$ cat src/hdl/sed_pkg.sv
`timescale 1ns / 1ps
`default_nettype none
// ----------------------------------------------------------------------------
// String escape decoder package
// Phase codes, character constants, escape tables and the step record types.
// ----------------------------------------------------------------------------
package sed_pkg;

  localparam int LENGTH_BITS = 16;
  localparam int LEN_W       = 16;
  localparam logic [LEN_W-1:0] LEN_MAX = (LENGTH_BITS >= 16) ? 16'hFFFF :
      LEN_W'((64'd1 << LENGTH_BITS) - 64'd1);

  localparam logic [2:0] PH_IDLE = 3'd0;
  localparam logic [2:0] PH_TEXT = 3'd1;
  localparam logic [2:0] PH_ESC  = 3'd2;
  localparam logic [2:0] PH_HEXA = 3'd3;
  localparam logic [2:0] PH_HEXB = 3'd4;

  localparam logic [7:0] CH_NUL   = 8'h00;
  localparam logic [7:0] CH_DQ    = 8'h22;
  localparam logic [7:0] CH_BSL   = 8'h5C;
  localparam logic [7:0] CH_X     = 8'h78;
  localparam logic [7:0] CH_SPACE = 8'h20;

  typedef struct packed {
    logic [2:0]       phase;
    logic             quoted;
    logic [3:0]       hex_high;
    logic [LEN_W-1:0] byte_count;
  } sed_state_t;

  typedef struct packed {
    sed_state_t       state;
    logic             emit;
    logic [7:0]       ch;
    logic             done;
    logic [LEN_W-1:0] len;
  } sed_step_t;

  function automatic logic [3:0] hex_value(input logic [7:0] c);
    logic [3:0] v;
    v = 4'd0;
    if (c inside {[8'h30:8'h39]}) begin
      v = 4'(c - 8'h30);
    end else if (c inside {[8'h61:8'h66]}) begin
      v = 4'(c - 8'h57);
    end else if (c inside {[8'h41:8'h46]}) begin
      v = 4'(c - 8'h37);
    end
    return v;
  endfunction

  function automatic logic [7:0] escape_value(input logic [7:0] c);
    logic [7:0] v;
    case (c)
      8'h30: v = 8'd0;
      8'h61: v = 8'd7;
      8'h62: v = 8'd8;
      8'h66: v = 8'd12;
      8'h6E: v = 8'd10;
      8'h72: v = 8'd13;
      8'h74: v = 8'd9;
      8'h76: v = 8'd11;
      8'h73: v = CH_SPACE;
      default: v = c;
    endcase
    return v;
  endfunction

endpackage
`default_nettype wire

$ cat src/hdl/sed_step.sv
`timescale 1ns / 1ps
`default_nettype none
// ----------------------------------------------------------------------------
// String escape decoder step
// Next state and optional result for one character against the current state.
// ----------------------------------------------------------------------------
module sed_step (
  input  wire logic [7:0]         c,
  input  wire logic               start,
  input  wire sed_pkg::sed_state_t cur,
  output sed_pkg::sed_step_t      res
);
  import sed_pkg::*;

  logic [2:0]       eff_phase;
  logic             eff_quoted;
  logic [LEN_W-1:0] eff_cnt;
  logic             proceed;
  logic             term_nul;
  logic [7:0]       byte_val;
  logic             byte_emit;

  always_comb begin
    eff_phase  = start ? PH_TEXT : cur.phase;
    eff_quoted = start ? (c == CH_DQ) : cur.quoted;
    eff_cnt    = start ? '0 : cur.byte_count;
    proceed    = start ? (c != CH_DQ) : (cur.phase != PH_IDLE);
    term_nul   = !eff_quoted && (c == CH_NUL);

    res.state.phase      = eff_phase;
    res.state.quoted     = eff_quoted;
    res.state.hex_high   = start ? 4'd0 : cur.hex_high;
    res.state.byte_count = eff_cnt;
    res.emit             = 1'b0;
    res.ch               = '0;
    res.done             = 1'b0;
    res.len              = '0;
    byte_emit            = 1'b0;
    byte_val             = c;

    if (proceed) begin
      case (eff_phase)
        PH_TEXT: begin
          if ((eff_quoted && c == CH_DQ) || term_nul) begin
            res.done = 1'b1;
          end else if (c == CH_BSL) begin
            res.state.phase = PH_ESC;
          end else begin
            byte_emit = 1'b1;
          end
        end
        PH_ESC: begin
          if (term_nul) begin
            res.done = 1'b1;
          end else if (c == CH_X) begin
            res.state.phase = PH_HEXA;
          end else begin
            res.state.phase = PH_TEXT;
            byte_val        = escape_value(c);
            byte_emit       = 1'b1;
          end
        end
        PH_HEXA: begin
          if (term_nul) begin
            res.done = 1'b1;
          end else begin
            res.state.hex_high = hex_value(c);
            res.state.phase    = PH_HEXB;
          end
        end
        PH_HEXB: begin
          if (term_nul) begin
            res.done = 1'b1;
          end else begin
            res.state.phase = PH_TEXT;
            byte_val        = {cur.hex_high, hex_value(c)};
            byte_emit       = 1'b1;
          end
        end
        default: begin
          res.state.phase = PH_IDLE;
        end
      endcase
    end

    if (res.done) begin
      res.emit        = 1'b1;
      res.len         = eff_cnt;
      res.state.phase = PH_IDLE;
    end else if (byte_emit) begin
      res.emit = 1'b1;
      res.ch   = byte_val;
      if (eff_cnt < LEN_MAX) begin
        res.state.byte_count = eff_cnt + 1'b1;
      end
    end
  end

endmodule
`default_nettype wire

$ cat src/hdl/string_escape_decoder.sv
`timescale 1ns / 1ps
`default_nettype none
// ----------------------------------------------------------------------------
// String escape decoder
// Decodes a C-style string literal one raw character per request.
// Each request is held in the input stage register, decoded by the step logic and registered into the result register.
// Throughput: one request per cycle; stalls only while the result is held.
// The decode state is read by the combinational step logic and updated when the input stage advances.
// Reset (rst, synchronous) empties both stages and returns to idle.
// ----------------------------------------------------------------------------
module string_escape_decoder (
  input  wire logic                      clk,
  input  wire logic                      rst,
  input  wire logic                      in_valid,
  output      logic                      in_stall,
  input  wire logic [7:0]                in_char,
  input  wire logic                      start_req,
  output      logic                      out_valid,
  input  wire logic                      out_stall,
  output      logic [7:0]                out_char,
  output      logic                      done_res,
  output      logic [sed_pkg::LEN_W-1:0] decoded_length
);
  import sed_pkg::*;

  logic       s1_valid;
  logic [7:0] s1_char;
  logic       s1_start;
  sed_state_t state;
  sed_step_t  step;
  logic       advance;

  sed_step u_step (
    .c     (s1_char),
    .start (s1_start),
    .cur   (state),
    .res   (step)
  );

  assign advance  = s1_valid && (!step.emit || !out_valid || !out_stall);
  assign in_stall = s1_valid && !advance;

  always_ff @(posedge clk) begin
    if (rst) begin
      s1_valid         <= 1'b0;
      out_valid        <= 1'b0;
      state.phase      <= PH_IDLE;
      state.quoted     <= 1'b0;
      state.hex_high   <= '0;
      state.byte_count <= '0;
    end else begin
      if (!in_stall) begin
        s1_valid <= in_valid;
      end
      if (advance) begin
        state <= step.state;
      end
      if (advance && step.emit) begin
        out_valid <= 1'b1;
      end else if (!out_stall) begin
        out_valid <= 1'b0;
      end
    end
  end

  always_ff @(posedge clk) begin
    if (in_valid && !in_stall) begin
      s1_char  <= in_char;
      s1_start <= start_req;
    end
    if (advance && step.emit) begin
      out_char       <= step.ch;
      done_res       <= step.done;
      decoded_length <= step.len;
    end
  end

`ifndef SYNTHESIS
  a_reset_empty: assert property (@(posedge clk) rst |=> !out_valid && !s1_valid)
    else $error("result or input stage valid after reset");
  a_hold_stage: assert property (@(posedge clk) disable iff (rst)
      s1_valid && !advance |=> s1_valid)
    else $error("held request dropped");
  a_done_char: assert property (@(posedge clk) disable iff (rst)
      out_valid && done_res |-> out_char == '0)
    else $error("done result with non-zero character");
  a_byte_len: assert property (@(posedge clk) disable iff (rst)
      out_valid && !done_res |-> decoded_length == '0)
    else $error("byte result with non-zero length");
`endif

endmodule
`default_nettype wire

$ cat config.mk
export PLATFORM = sky130hd
export DESIGN_NAME = string_escape_decoder
export DESIGN_NICKNAME = d
export VERILOG_FILES = /design/src/hdl/sed_pkg.sv /design/src/hdl/sed_step.sv /design/src/hdl/string_escape_decoder.sv
export SDC_FILE = /design/constraint.sdc
export NUM_CORES = 1
export LEC_CHECK = 0
export BUFFER_PORTS_ARGS = -buffer_cell sky130_fd_sc_hd__clkbuf_2
export CAP_MARGIN = 20
export CORE_ASPECT_RATIO = 0.8
export CORE_MARGIN = 2
export CORE_UTILIZATION = 34
export CTS_CLUSTER_SIZE = 8
export DETAILED_ROUTE_END_ITERATION = 8
export PLACE_DENSITY_LB_ADDON = 0.15
export SYNTH_ARGS = -nofsm -noshare
export SYNTH_HDL_FRONTEND = slang
export SYNTH_SLANG_ARGS = --single-unit
export TNS_END_PERCENT = 30
$ cat constraint.sdc
create_clock -name clk -period 10.3 [get_ports clk]
set_clock_uncertainty 0.05 [all_clocks]
set_input_delay 1.03 -clock clk [delete_from_list [all_inputs] [get_ports clk]]
set_output_delay 1.03 -clock clk [all_outputs]
set_load 0.02 [all_outputs]
**After elaboration in Yosys (flattened, before gate mapping)**

Index checks and enable logic that the tools add are counted.

- Register bits after elaboration: 60
- Input bits: 13
- Output and inout bits: 27
- Word-level logic and storage cells: 106

- Add/sub/neg operators: 4
- $lt $le $gt $ge: 7
- Equal/unequal tests: 18
- Multiplexer cells: 43
- Bitwise operators: 1
- Reduce and logical (&&, ||, !) cells: 22

Operators with widths:

| kind | number |
|---|---|
| $eq 8x7->1 const B | 10 |
| $pmux 8 s9 | 1 |
| $mux 16 | 3 |
| $mux 8 | 4 |
| $mux 4 | 7 |
| $mux 25 | 1 |
| $mux 3 | 8 |
| $add 16x1->16 const B | 1 |
| $eq 8x6->1 const B | 2 |
| $ge 8x7->1 const B | 2 |
| $le 8x7->1 const B | 2 |
| $lt 16x16->1 const B | 1 |
| $pmux 8 s2 | 1 |
| $mux 1 | 14 |
| $pmux 3 s4 | 1 |
| $logic_and 1x1->1 | 9 |
| $ge 8x6->1 const B | 1 |
| $le 8x6->1 const B | 1 |
| $logic_not 8->1 | 1 |
| $ne 8x6->1 const B | 1 |
| $sub 4x3->4 const B | 2 |
| $eq 3x2->1 const B | 2 |
| $logic_not 1->1 | 6 |
| $sub 4x1->4 const B | 1 |
| other kinds (11) | 13 |

**Longest topological paths before layout**

Gate-level depths: netlist of run 1.

- Depth in word-level cells: 18
- Depth in mapped cells: 11
- Gate-level depth less buffers: 8

**Hierarchy**

A second synthesis of run 1 with hierarchy kept.

- Cell total of the unflattened synthesis: 412
- Area, all modules: 3,901.2 um2

By module, submodules not included:

| module | instances | cells each | area an instance (um2) | sequential area each (um2) |
|---|---|---|---|---|
| string_escape_decoder | 1 | 149 | 2,195.9 | 1,541.5 |
| sed_step | 1 | 263 | 1,705.4 | 0.0 |

**Least setup slack after synthesis of run 1**

Ideal clock, no wire load.

- Path type: register to register
- From: register s1_char[0]
- To: register decoded_length[0] (netlist bit), enable pin
- Setup time: 0.407 ns
- Arrival: 3.398 ns
- Required time: 9.843 ns
- Slack: 6.446 ns
- Cell stages (with the launch flop): 12
- Buffers on the path: 3
- Period minus slack after synthesis: 3.854 ns
- Path through: edfxtp_1 clkbuf_1 inv_1 ha_1 and3b_1 a31o_2 a21oi_2 or2_1 buf_2 buf_2 nor2_1 nor2_1

- Cells in the longest elaborated chain, start to end: 15
- Elaborated cells between the ends (all ways): 29
- Classes of those cells: eq/ne (4); mux (15); reduce/logical (10)

Ends and longest elaborated chain:

| item | line | source |
|---|---|---|
| start, declared | string_escape_decoder.sv:27 | `logic [7:0] s1_char;` |
| start signal, assigned | string_escape_decoder.sv:68 | `s1_char <= in_char;` |
| $eq 8x6->1 | sed_step.sv:25, sed_step.sv:44 |  |
| $mux 1 | sed_step.sv:25 | `eff_quoted = start ? (c == CH_DQ) : cur.quoted;` |
| $logic_not 1->1 | sed_step.sv:28 | `term_nul = !eff_quoted && (c == CH_NUL);` |
| $logic_and 1x1->1 | sed_step.sv:28 |  |
| $logic_or 1x1->1 | sed_step.sv:44 | `if ((eff_quoted && c == CH_DQ) \|\| term_nul) begin` |
| $mux 1 | sed_step.sv:44 |  |
| $pmux 1 s3 | sed_step.sv:42 | `case (eff_phase)` |
| $mux 1 | sed_step.sv:41 | `if (proceed) begin` |
| $mux 25 | sed_step.sv:90 | `end else if (byte_emit) begin` |
| $mux 1 * | sed_step.sv:86 | `if (res.done) begin` |
| $logic_not 1->1 | string_escape_decoder.sv:40 | `assign advance = s1_valid && (!step.emit \|\| !out_valid \|\| !out_stall);` |
| $logic_or 1x1->1 (2 in series) | string_escape_decoder.sv:40 |  |
| $logic_and 1x1->1 | string_escape_decoder.sv:40 |  |
| $logic_and 1x1->1 * | string_escape_decoder.sv:71 | `if (advance && step.emit) begin` |
| end signal, assigned | string_escape_decoder.sv:74 | `decoded_length <= step.len;` |
| end, declared | string_escape_decoder.sv:22 | `output logic [sed_pkg::LEN_W-1:0] decoded_length` |

Every way passes the cells marked *; elsewhere a longest branch is shown, timed or not.
A chain may end at the register's enable or synchronous reset.

**Worst setup path after layout of run 1**

- From: register s1_char[2]
- To: output in_stall

- Cells in the longest elaborated chain, start to end: 16
- Elaborated cells between the ends (all ways): 30
- Classes of those cells: eq/ne (4); mux (15); reduce/logical (11)

Ends and longest elaborated chain:

| item | line | source |
|---|---|---|
| $eq 8x6->1 | sed_step.sv:25, sed_step.sv:44 |  |
| $mux 1 | sed_step.sv:25 |  |
| $logic_not 1->1 | sed_step.sv:28 |  |
| $logic_and 1x1->1 | sed_step.sv:28 |  |
| $logic_or 1x1->1 | sed_step.sv:44 |  |
| $mux 1 | sed_step.sv:44 |  |
| $pmux 1 s3 | sed_step.sv:42 |  |
| $mux 1 | sed_step.sv:41 |  |
| $mux 25 | sed_step.sv:90 |  |
| $mux 1 * | sed_step.sv:86 |  |
| $logic_not 1->1 * | string_escape_decoder.sv:40 |  |
| $logic_or 1x1->1 * (2 in series) | string_escape_decoder.sv:40 |  |
| $logic_and 1x1->1 * | string_escape_decoder.sv:40 |  |
| $logic_not 1->1 * | string_escape_decoder.sv:41 | `assign in_stall = s1_valid && !advance;` |
| $logic_and 1x1->1 * | string_escape_decoder.sv:41 |  |
| end, declared | string_escape_decoder.sv:15 | `output logic in_stall,` |

Marked as above.

==> results of run 1 <==
[registers in the layout (all words and copies together) (netlist names)]
register	flops
s1_start	1
s1_valid	1
s1_char	8
state	24
decoded_length	16
out_valid	1
out_char	8
done_res	1
[area by class of cell]
| class | count | area [sq um] |
|---|---|---|
| inverters | 15 | 56.3 |
| multi-input cells | 271 | 1860 |
| flip-flops and latches | 60 | 1540 |
| clock inverters | 4 | 72.6 |
| clock buffers | 12 | 246 |
| well taps | 140 | 175 |
| repair buffers | 43 | 233 |
| fillers | 1016 | 6050 |
[worst max-delay path: cells and delay by family (launching register included)]
kind	cells	cell delay, ns
AND/OR/NAND/NOR	3	1.77
AO/OA/AOI/OAI	2	0.60
buffers and inverters	2	0.24
flip-flops	1	0.66
[layer usage]
metal  share of wire  routed length (um)
met3           0.065                 608
met1            0.55                5130
met2            0.37                3510
met4           0.012                 116
met5               0                   0
[Yosys cell counts, types with 4 or more instances]
cell       instances
a2111oi_0          8
a21oi_1           14
a31o_1             5
a31oi_1            6
a41o_1             7
and2_1            12
and3_1            19
and4_1             4
clkbuf_1          20
dfxtp_1           26
edfxtp_1          34
ha_1               6
inv_1             15
nand2_1           32
nand3_1           13
nand4_1            8
nor2_1            18
nor2b_1           11
nor3_1             7
nor3b_1            6
nor4_1             4
o211ai_1           6
o21a_1             5
o21ai_0           12
o32ai_1            5
[metrics by stage]
stage          cell area [sq um]  power [mW]
2_1_floorplan               3560       0.316
5_1_grt                     4190       0.676
3_5_place_dp                3870       0.334
6_report                    4190       0.654
4_1_cts                     4190       0.660
3_3_place_gp                3850       0.334
[worst paths after layout]
path | startpoint | end | slack, ns | cells after the start
hold / removal | state[1]$_SDFFE_PP0P_ | state[1]$_SDFFE_PP0P_ | 0.41 | 1
setup / recovery | s1_char[2]$_DFFE_PP_ | in_stall | 5.62 | 7
hold reg to reg | state[1]$_SDFFE_PP0P_ | state[1]$_SDFFE_PP0P_ | 0.41 | 1
setup reg to reg | s1_start$_DFFE_PP_ | decoded_length[11]$_SDFFCE_PN0P_ | 6.35 | 7
[cell families (layout without fill, tap and decap cells)]
family / Yosys count / count (layout)
compound gates: 105 / 105
buf+inv: 41 / 74
fa+ha+maj: 6 / 6
flops: 60 / 60
mux: 4 / 4
simple gates: 156 / 156
[report_power, final]
part / total (mW) / switching (mW) / internal (mW)
Combinational: 0.0597 / 0.0396 / 0.0201
Clock: 0.324 / 0.106 / 0.218
Sequential: 0.270 / 0.0101 / 0.260
==> flow_metrics.env, run 1 <==
export IMPL_grt_max_degree=31
export IMPL_min_period_ns=4.68
export IMPL_cts_resized=0
export IMPL_ys_ff_latch=60
export IMPL_worst_setup_path_start_kind="flop"
export IMPL_dr_pass1_iters=4
export IMPL_final_cell_mix="clkbuf_2 (39), edfxtp_1 (34), nand2_1 (32)"
export IMPL_portBuffers=39
export IMPL_numCtsBuffers=9
export IMPL_synthAdderAreaFrac=0.0211
export IMPL_design_core_area_sq_um=10200
export IMPL_drc_errors=0
export IMPL_grt_pass1_wl_um=15500
export IMPL_cp_slowest_cell="edfxtp_1"
export IMPL_gp_congestion=0.954
export IMPL_use_met2=0.226
export IMPL_synth_distinct_cells=68
export IMPL_endpoint_kind="output port"
export IMPL_synth_flop_cell="edfxtp_1"
export IMPL_powerDensity_nw_per_um2=156
export IMPL_grt_overflow_total=0
export IMPL_hold_buffers=0
export IMPL_synth_xor_area_frac=0
export IMPL_chipHeight_um=95.6
export IMPL_power_leakage_nw=1.60
export IMPL_synthSimpleGateAreaFrac=0.254
export IMPL_syn_num_nets=391
export IMPL_whs_ns=0.408
export IMPL_cap_viol_max_count=0
export IMPL_syn2layout_area_growth_pct=17.5
export IMPL_postLayoutCoreUtil=0.409
export IMPL_path_cells="or4_4 > nor4_2 > a21oi_2 > or2_1 > o2111ai_1 > inv_1 > clkbuf_2"
export IMPL_drtIter0Drc=278
export IMPL_rsz0062_at_grt="no"
export IMPL_synth_top_family_by_area="simple AND/OR/NAND/NOR gates"
export IMPL_routed_via_density=5.70
export IMPL_arrival_ns=3.60
export IMPL_clk_path_buf_depth=2
export IMPL_cp_max_fo=23
export IMPL_muxShareOfSynthArea=0.0116
export IMPL_setup_tns_ns=0
export IMPL_cts_root_buf="clkbuf_16"
export IMPL_drive_gt1_frac=0.178
export IMPL_worst_slew_pin_slew_ns=0.894
export IMPL_yosysTopAreaCell="edfxtp_1"
export IMPL_run_status="finished clean"
export IMPL_antenna_cells=0
export IMPL_ys_warnings_count=0
export IMPL_synth_cells=372
export IMPL_synth_top_area_frac=0.287
export IMPL_fin_cells=545
export IMPL_crit_type="reg -> out"
export IMPL_netlist_area_sq_um=3560
export IMPL_num_vias=3107
export IMPL_final_common_cell="clkbuf_2"
export IMPL_fmax_ghz=0.214
export IMPL_slew_viol_final=0
export IMPL_synth_area_leaders="edfxtp_1 (29%), dfxtp_1 (15%), nand2_1 (3.4%), and3_1 (3.3%), and2_1 (2.1%)"
export IMPL_avgSynthCellArea_sq_um=9.58
export IMPL_grt_pass1_vias=2874
export IMPL_dp_hpwl_um=6640
export IMPL_antenna_found_initial=0
export IMPL_fp_dieW_um=118
export IMPL_setup_viol=0
export IMPL_critPathMaxStageDelay_ns=0.66
export IMPL_initial_utilization=0.348
export IMPL_clock_latency_ns=0.33
export IMPL_hold_viol=0
export IMPL_async_flop_share=0
export IMPL_synth_yosys_seq_area_share=0.433
export IMPL_track_usage=0.174
export IMPL_period_share=0.455
export IMPL_max_slew_margin=0.404
export IMPL_busiest_layer="met1"
export IMPL_avgRoutedWirePerCell_um=17.2
export IMPL_cts_tree="yes"
export IMPL_dp_cells=529
export IMPL_met1_usage=0.274
export IMPL_ant_nets=0
export IMPL_die_area_sq_um=11300
export IMPL_fin_nets=419
export IMPL_io_pins=40
export IMPL_post_cts_buffers=0
export IMPL_drt_total_wl_um=9370
export IMPL_synth_compound_area_frac=0.236
export IMPL_crit_required_ns=9.22
export IMPL_cts_max_level=3
export IMPL_cts_sinks=60
export IMPL_globalRouteMet3Util=0.0431
export IMPL_fin_ws_ns=5.62
export IMPL_ir_drop_mv=0.0845
export IMPL_clkTransAtPathRegs_ns=0.05
export IMPL_rows=33
export IMPL_dp_slack_ns=6.00
export IMPL_synth_edff_count=34
export IMPL_hold_path_class="reg -> reg"
Note: power is estimated with default switching activity, not from simulation.
==> run 2: changes to the inputs <==
==> constraint.sdc (replaced) <==
create_clock -name clk -period 4.9 [get_ports clk]
set_clock_uncertainty 0.05 [all_clocks]
set_input_delay 0.49 -clock clk [delete_from_list [all_inputs] [get_ports clk]]
set_output_delay 0.49 -clock clk [all_outputs]
set_load 0.02 [all_outputs]
==> run 2 against run 1 <==
Setup slack got worse by 4.8 ns; worst hold slack lost 0.12 ns; first-iteration DRC count increased by 19%; largest cell class unchanged.
==> flow_metrics.env, run 2 (synthesis results as in run 1) <==
export IMPL_portBuffers=39
export IMPL_antenna_found_initial=0
export IMPL_endpoint_kind="output port"
export IMPL_clockPowerShare=0.454
export IMPL_crit_required_ns=4.36
export IMPL_cap_viol_max_count=0
export IMPL_syn2layout_area_growth_pct=16.4
export IMPL_ir_drop_mv=0.140
export IMPL_hold_viol=0
export IMPL_rsz0062_at_grt="no"
export IMPL_path_buf_inv=3
export IMPL_design_core_area_sq_um=10200
export IMPL_largest_register="state"
export IMPL_path_cells="inv_1 > ha_1 > nand2b_1 > nor4_2 > a21oi_2 > or2_1 > o2111ai_1 > inv_1 > clkbuf_2"
export IMPL_cts_resized=0
export IMPL_period_share=0.824
export IMPL_clk_path_buf_depth=2
export IMPL_dp_hpwl_um=6860
export IMPL_fin_area_sq_um=4150
export IMPL_fin_nets=421
export IMPL_cp_slowest_cell="nor4_2"
export IMPL_chipHeight_um=95.6
export IMPL_met1_usage=0.288
export IMPL_busiest_layer="met1"
export IMPL_cp_top_family="simple AND/OR/NAND/NOR gates"
export IMPL_track_usage=0.180
export IMPL_dp_cells=531
export IMPL_run_status="finished clean"
export IMPL_setup_viol=0
export IMPL_die_area_sq_um=11300
export IMPL_crit_type="reg -> out"
export IMPL_fin_cells=547
export IMPL_p_switching_mw=0.329
export IMPL_p_comb_frac=0.102
export IMPL_worst_slew_pin_slew_ns=0.855
export IMPL_internal_power_mw=0.944
export IMPL_worst_setup_path_start_kind="flop"
export IMPL_cp_max_fo=23
export IMPL_routed_via_density=5.68
export IMPL_ant_nets=0
export IMPL_powerDensity_nw_per_um2=307
export IMPL_swShare=0.259
export IMPL_drtIter0Drc=332
export IMPL_initial_utilization=0.348
export IMPL_reg_largest_list="state x24, decoded_length x16"
export IMPL_gp_congestion=0.920
export IMPL_grt_max_degree=31
export IMPL_drive_gt1_frac=0.182
export IMPL_whs_ns=0.289
export IMPL_fmax_ghz=0.248
export IMPL_grt_pass1_vias=2881
export IMPL_final_common_cell="clkbuf_2"
export IMPL_cts_sinks=60
export IMPL_cts_root_buf="clkbuf_16"
export IMPL_arrival_ns=3.50
export IMPL_fin_total_pwr_mw=1.27
export IMPL_cts_tree="yes"
export IMPL_fp_dieW_um=118
export IMPL_grt_overflow_total=0
export IMPL_hold_path_class="in -> reg"
export IMPL_rows=33
export IMPL_drt_total_wl_um=9620
export IMPL_max_slew_margin=0.430
export IMPL_fill_cells=1040
export IMPL_pwr_share_seq=0.444
export IMPL_clkTransAtPathRegs_ns=0.05
export IMPL_setup_tns_ns=0
export IMPL_cp_common_cell="inv_1"
export IMPL_antenna_cells=0
export IMPL_globalRouteMet3Util=0.0371
export IMPL_cts_max_level=3
export IMPL_clock_latency_ns=0.33
export IMPL_numCtsBuffers=9
export IMPL_largest_register_ffs=24
export IMPL_placed_area_sq_um=3870
export IMPL_slew_viol_final=0
export IMPL_avgRoutedWirePerCell_um=17.6
export IMPL_post_cts_buffers=0
export IMPL_dr_pass1_iters=5
export IMPL_min_period_ns=4.04
export IMPL_grt_pass1_wl_um=15900
export IMPL_hold_buffers=0
export IMPL_drc_errors=0
export IMPL_io_pins=40
export IMPL_final_cell_mix="clkbuf_2 (39), edfxtp_1 (34), nand2_1 (32)"
export IMPL_use_met2=0.235
export IMPL_num_vias=3107
export IMPL_critPathMaxStageDelay_ns=0.65
export IMPL_power_leakage_nw=1.58
-- run 2: cell types whose count changed in the layout (fill, tap and decap cells not counted) --
cell	before	now
buf_4	3	6
clkinvlp_4	1	2
bufinv_16	2	0
buf_8	1	0
clkinv_2	1	2
-- run 2: layer usage --
layer | wire (um) | part of all wire
met1 | 5190 | 0.54
met2 | 3620 | 0.38
met3 | 704 | 0.073
met4 | 105 | 0.011
met5 | 0 | 0
-- run 2: worst paths after layout --
path,slack (ns),depth (start not counted),startpoint,endpoint
hold reg to reg,0.41,1,state[1]$_SDFFE_PP0P_,state[1]$_SDFFE_PP0P_
setup / recovery,0.86,9,s1_char[0]$_DFFE_PP_,in_stall
hold / removal,0.29,1,in_char[4],s1_char[4]$_DFFE_PP_
setup reg to reg,1.15,8,s1_char[0]$_DFFE_PP_,s1_char[0]$_DFFE_PP_
-- run 2: per-stage QoR --
stage               setup slack, ns   util
CTS                           0.829  0.405
global route                  0.538  0.405
detailed placement             1.13  0.378
floorplan                      1.05      -
global placement               1.23  0.378
finish                        0.861  0.405
-- run 2: final cells by class --
class / instances / area (sq um) / share of cell area
multi-input combinational: 271 / 1860 / 0.449
sequential: 60 / 1540 / 0.372
clock buffer: 12 / 246 / 0.0594
timing repair buffer: 45 / 240 / 0.0579
tap: 140 / 175 / 0.0422
inverter: 15 / 56.3 / 0.0136
clock inverter: 4 / 25.0 / 0.00603
-- run 2: power groups by stage --
stage,Combinational (mW),Sequential [mW],Clock (mW)
6_report,0.130,0.565,0.578
5_1_grt,0.143,0.568,0.607
4_1_cts,0.129,0.564,0.587
3_5_place_dp,0.129,0.575,0
3_3_place_gp,0.130,0.574,0
2_1_floorplan,0.0929,0.571,0
==> run 3: changes to the inputs <==
==> constraint.sdc (replaced) <==
create_clock -name clk -period 3.89 [get_ports clk]
set_clock_uncertainty 0.05 [all_clocks]
set_input_delay 0.389 -clock clk [delete_from_list [all_inputs] [get_ports clk]]
set_output_delay 0.389 -clock clk [all_outputs]
set_load 0.02 [all_outputs]
==> run 3 against run 2 <==
Cell count grew 0.91%; core utilization up 0.95 points; routed wire length shrank 1.3%; setup slack lost 0.57 ns; total power grew 37%; worst hold slack got worse by 0.10 ns; via count shrank 0.23%; clock-buffer cell count fell by 3; register-to-register slack got worse by 0.65 ns; sequential power grew 25%.
==> flow_metrics.env, run 3 (synthesis results as in run 1) <==
export IMPL_period_share=0.925
export IMPL_slew_viol_final=0
export IMPL_grt_overflow_total=0
export IMPL_clk_path_buf_depth=2
export IMPL_final_common_cell="clkbuf_2"
export IMPL_cap_viol_max_count=0
export IMPL_fill_cells=1031
export IMPL_post_cts_buffers=0
export IMPL_antenna_cells=0
export IMPL_die_area_sq_um=11300
export IMPL_avgRoutedWirePerCell_um=17.2
export IMPL_postLayoutCoreUtil=0.414
export IMPL_clock_latency_ns=0.33
export IMPL_antenna_found_initial=0
export IMPL_powerDensity_nw_per_um2=411
export IMPL_cts_sinks=60
export IMPL_dp_cells=536
export IMPL_power_leakage_nw=1.63
export IMPL_grt_pass1_vias=2924
export IMPL_largest_register="state"
export IMPL_routed_via_density=5.62
export IMPL_drtIter0Drc=238
export IMPL_worst_slew_pin_slew_ns=0.742
export IMPL_ant_nets=0
export IMPL_design_core_area_sq_um=10200
export IMPL_grt_pass1_wl_um=15800
export IMPL_cp_max_fo=11
export IMPL_hold_path_class="in -> reg"
export IMPL_fin_nets=426
export IMPL_track_usage=0.177
export IMPL_setup_tns_ns=0
export IMPL_reg_largest_list="state x24, decoded_length x16"
export IMPL_final_cell_mix="clkbuf_2 (39), edfxtp_1 (34), nand2_1 (32)"
export IMPL_ir_drop_mv=0.272
export IMPL_numCtsBuffers=9
export IMPL_whs_ns=0.188
export IMPL_io_pins=40
export IMPL_fp_dieW_um=118
export IMPL_dp_hpwl_um=6770
export IMPL_max_slew_margin=0.499
export IMPL_run_status="finished clean"
export IMPL_endpoint_kind="output port"
export IMPL_gp_congestion=0.921
export IMPL_cts_resized=0
export IMPL_min_period_ns=3.60
export IMPL_crit_type="reg -> out"
export IMPL_initial_utilization=0.348
export IMPL_cts_max_level=3
export IMPL_syn2layout_area_growth_pct=19.1
export IMPL_fin_cells=552
export IMPL_grt_max_degree=31
export IMPL_hold_buffers=0
export IMPL_fin_area_sq_um=4240
export IMPL_cts_root_buf="clkbuf_16"
export IMPL_chipHeight_um=95.6
export IMPL_worst_setup_path_start_kind="flop"
export IMPL_hold_viol=0
export IMPL_arrival_ns=3.16
export IMPL_clkTransAtPathRegs_ns=0.05
export IMPL_num_vias=3100
export IMPL_dr_pass1_iters=4
export IMPL_setup_viol=0
export IMPL_drive_gt1_frac=0.197
export IMPL_placed_area_sq_um=3920
export IMPL_drc_errors=0
export IMPL_crit_required_ns=3.45
export IMPL_fmax_ghz=0.278
export IMPL_portBuffers=39
export IMPL_rsz0062_at_grt="no"
export IMPL_largest_register_ffs=24
export IMPL_drt_total_wl_um=9500
export IMPL_cts_tree="yes"
export IMPL_rows=33
run 3: cell count changes in the layout (fill, tap and decap cells not counted), moves of 2 or more:
cell	previous run	this run
clkbuf_1	2	0
buf_4	6	10
bufinv_16	0	2
inv_6	0	2
run 3: path summary, 6_finish.rpt:
check                        startpoint                    end  slack (ns)  depth (start not counted)
setup / recovery   s1_char[0]$_DFFE_PP_               in_stall        0.29                         10
hold / removal               in_char[4]   s1_char[4]$_DFFE_PP_        0.19                          1
setup reg to reg   s1_char[0]$_DFFE_PP_   s1_char[0]$_DFFE_PP_        0.50                          9
hold reg to reg   state[1]$_SDFFE_PP0P_  state[1]$_SDFFE_PP0P_        0.40                          1
run 3: report_power, final:
part | internal [mW] | leakage [nW] | switching [mW] | total [mW]
sequential | 0.689 | 0.556 | 0.0164 | 0.705
clock | 0.565 | 0.156 | 0.298 | 0.863
combinational | 0.0589 | 0.922 | 0.118 | 0.177
run 3: critical path, stage by stage (launching register included):
cell	delay, ns
edfxtp_1	0.54
inv_1	0.17
ha_1	0.31
nor2b_1	0.35
a211oi_1	0.14
o311a_4	0.41
or2_1	0.26
buf_4	0.17
o2111ai_1	0.25
inv_1	0.07
clkbuf_2	0.16
run 3: area by class of cell:
class	count	area, sq um	share of cell area
clock buffers	9	225	0.0531
flip-flops and latches	60	1540	0.363
multi-input cells	271	1860	0.439
inverters	15	56.3	0.0133
well taps	140	175	0.0413
clock inverters	7	98.8	0.0233
repair buffers	50	285	0.0672
run 3: through the flow:
step	power, mW	setup WS [ns]
2_1_floorplan	0.836	0.0356
3_3_place_gp	0.891	0.548
3_5_place_dp	0.893	0.523
4_1_cts	1.76	0.290
5_1_grt	1.81	0.0992
6_report	1.75	0.291
run 3: layer usage:
| metal | vias up | GRT usage | wire length [um] |
|---|---|---|---|
| li1 | 1532 | - | - |
| met2 | 105 | 0.243 | 3690 |
| met4 | 0 | 0.0446 | 58 |
| met3 | 5 | 0.0455 | 770 |
| met5 | - | 0 | 0 |
| met1 | 1458 | 0.272 | 4980 |
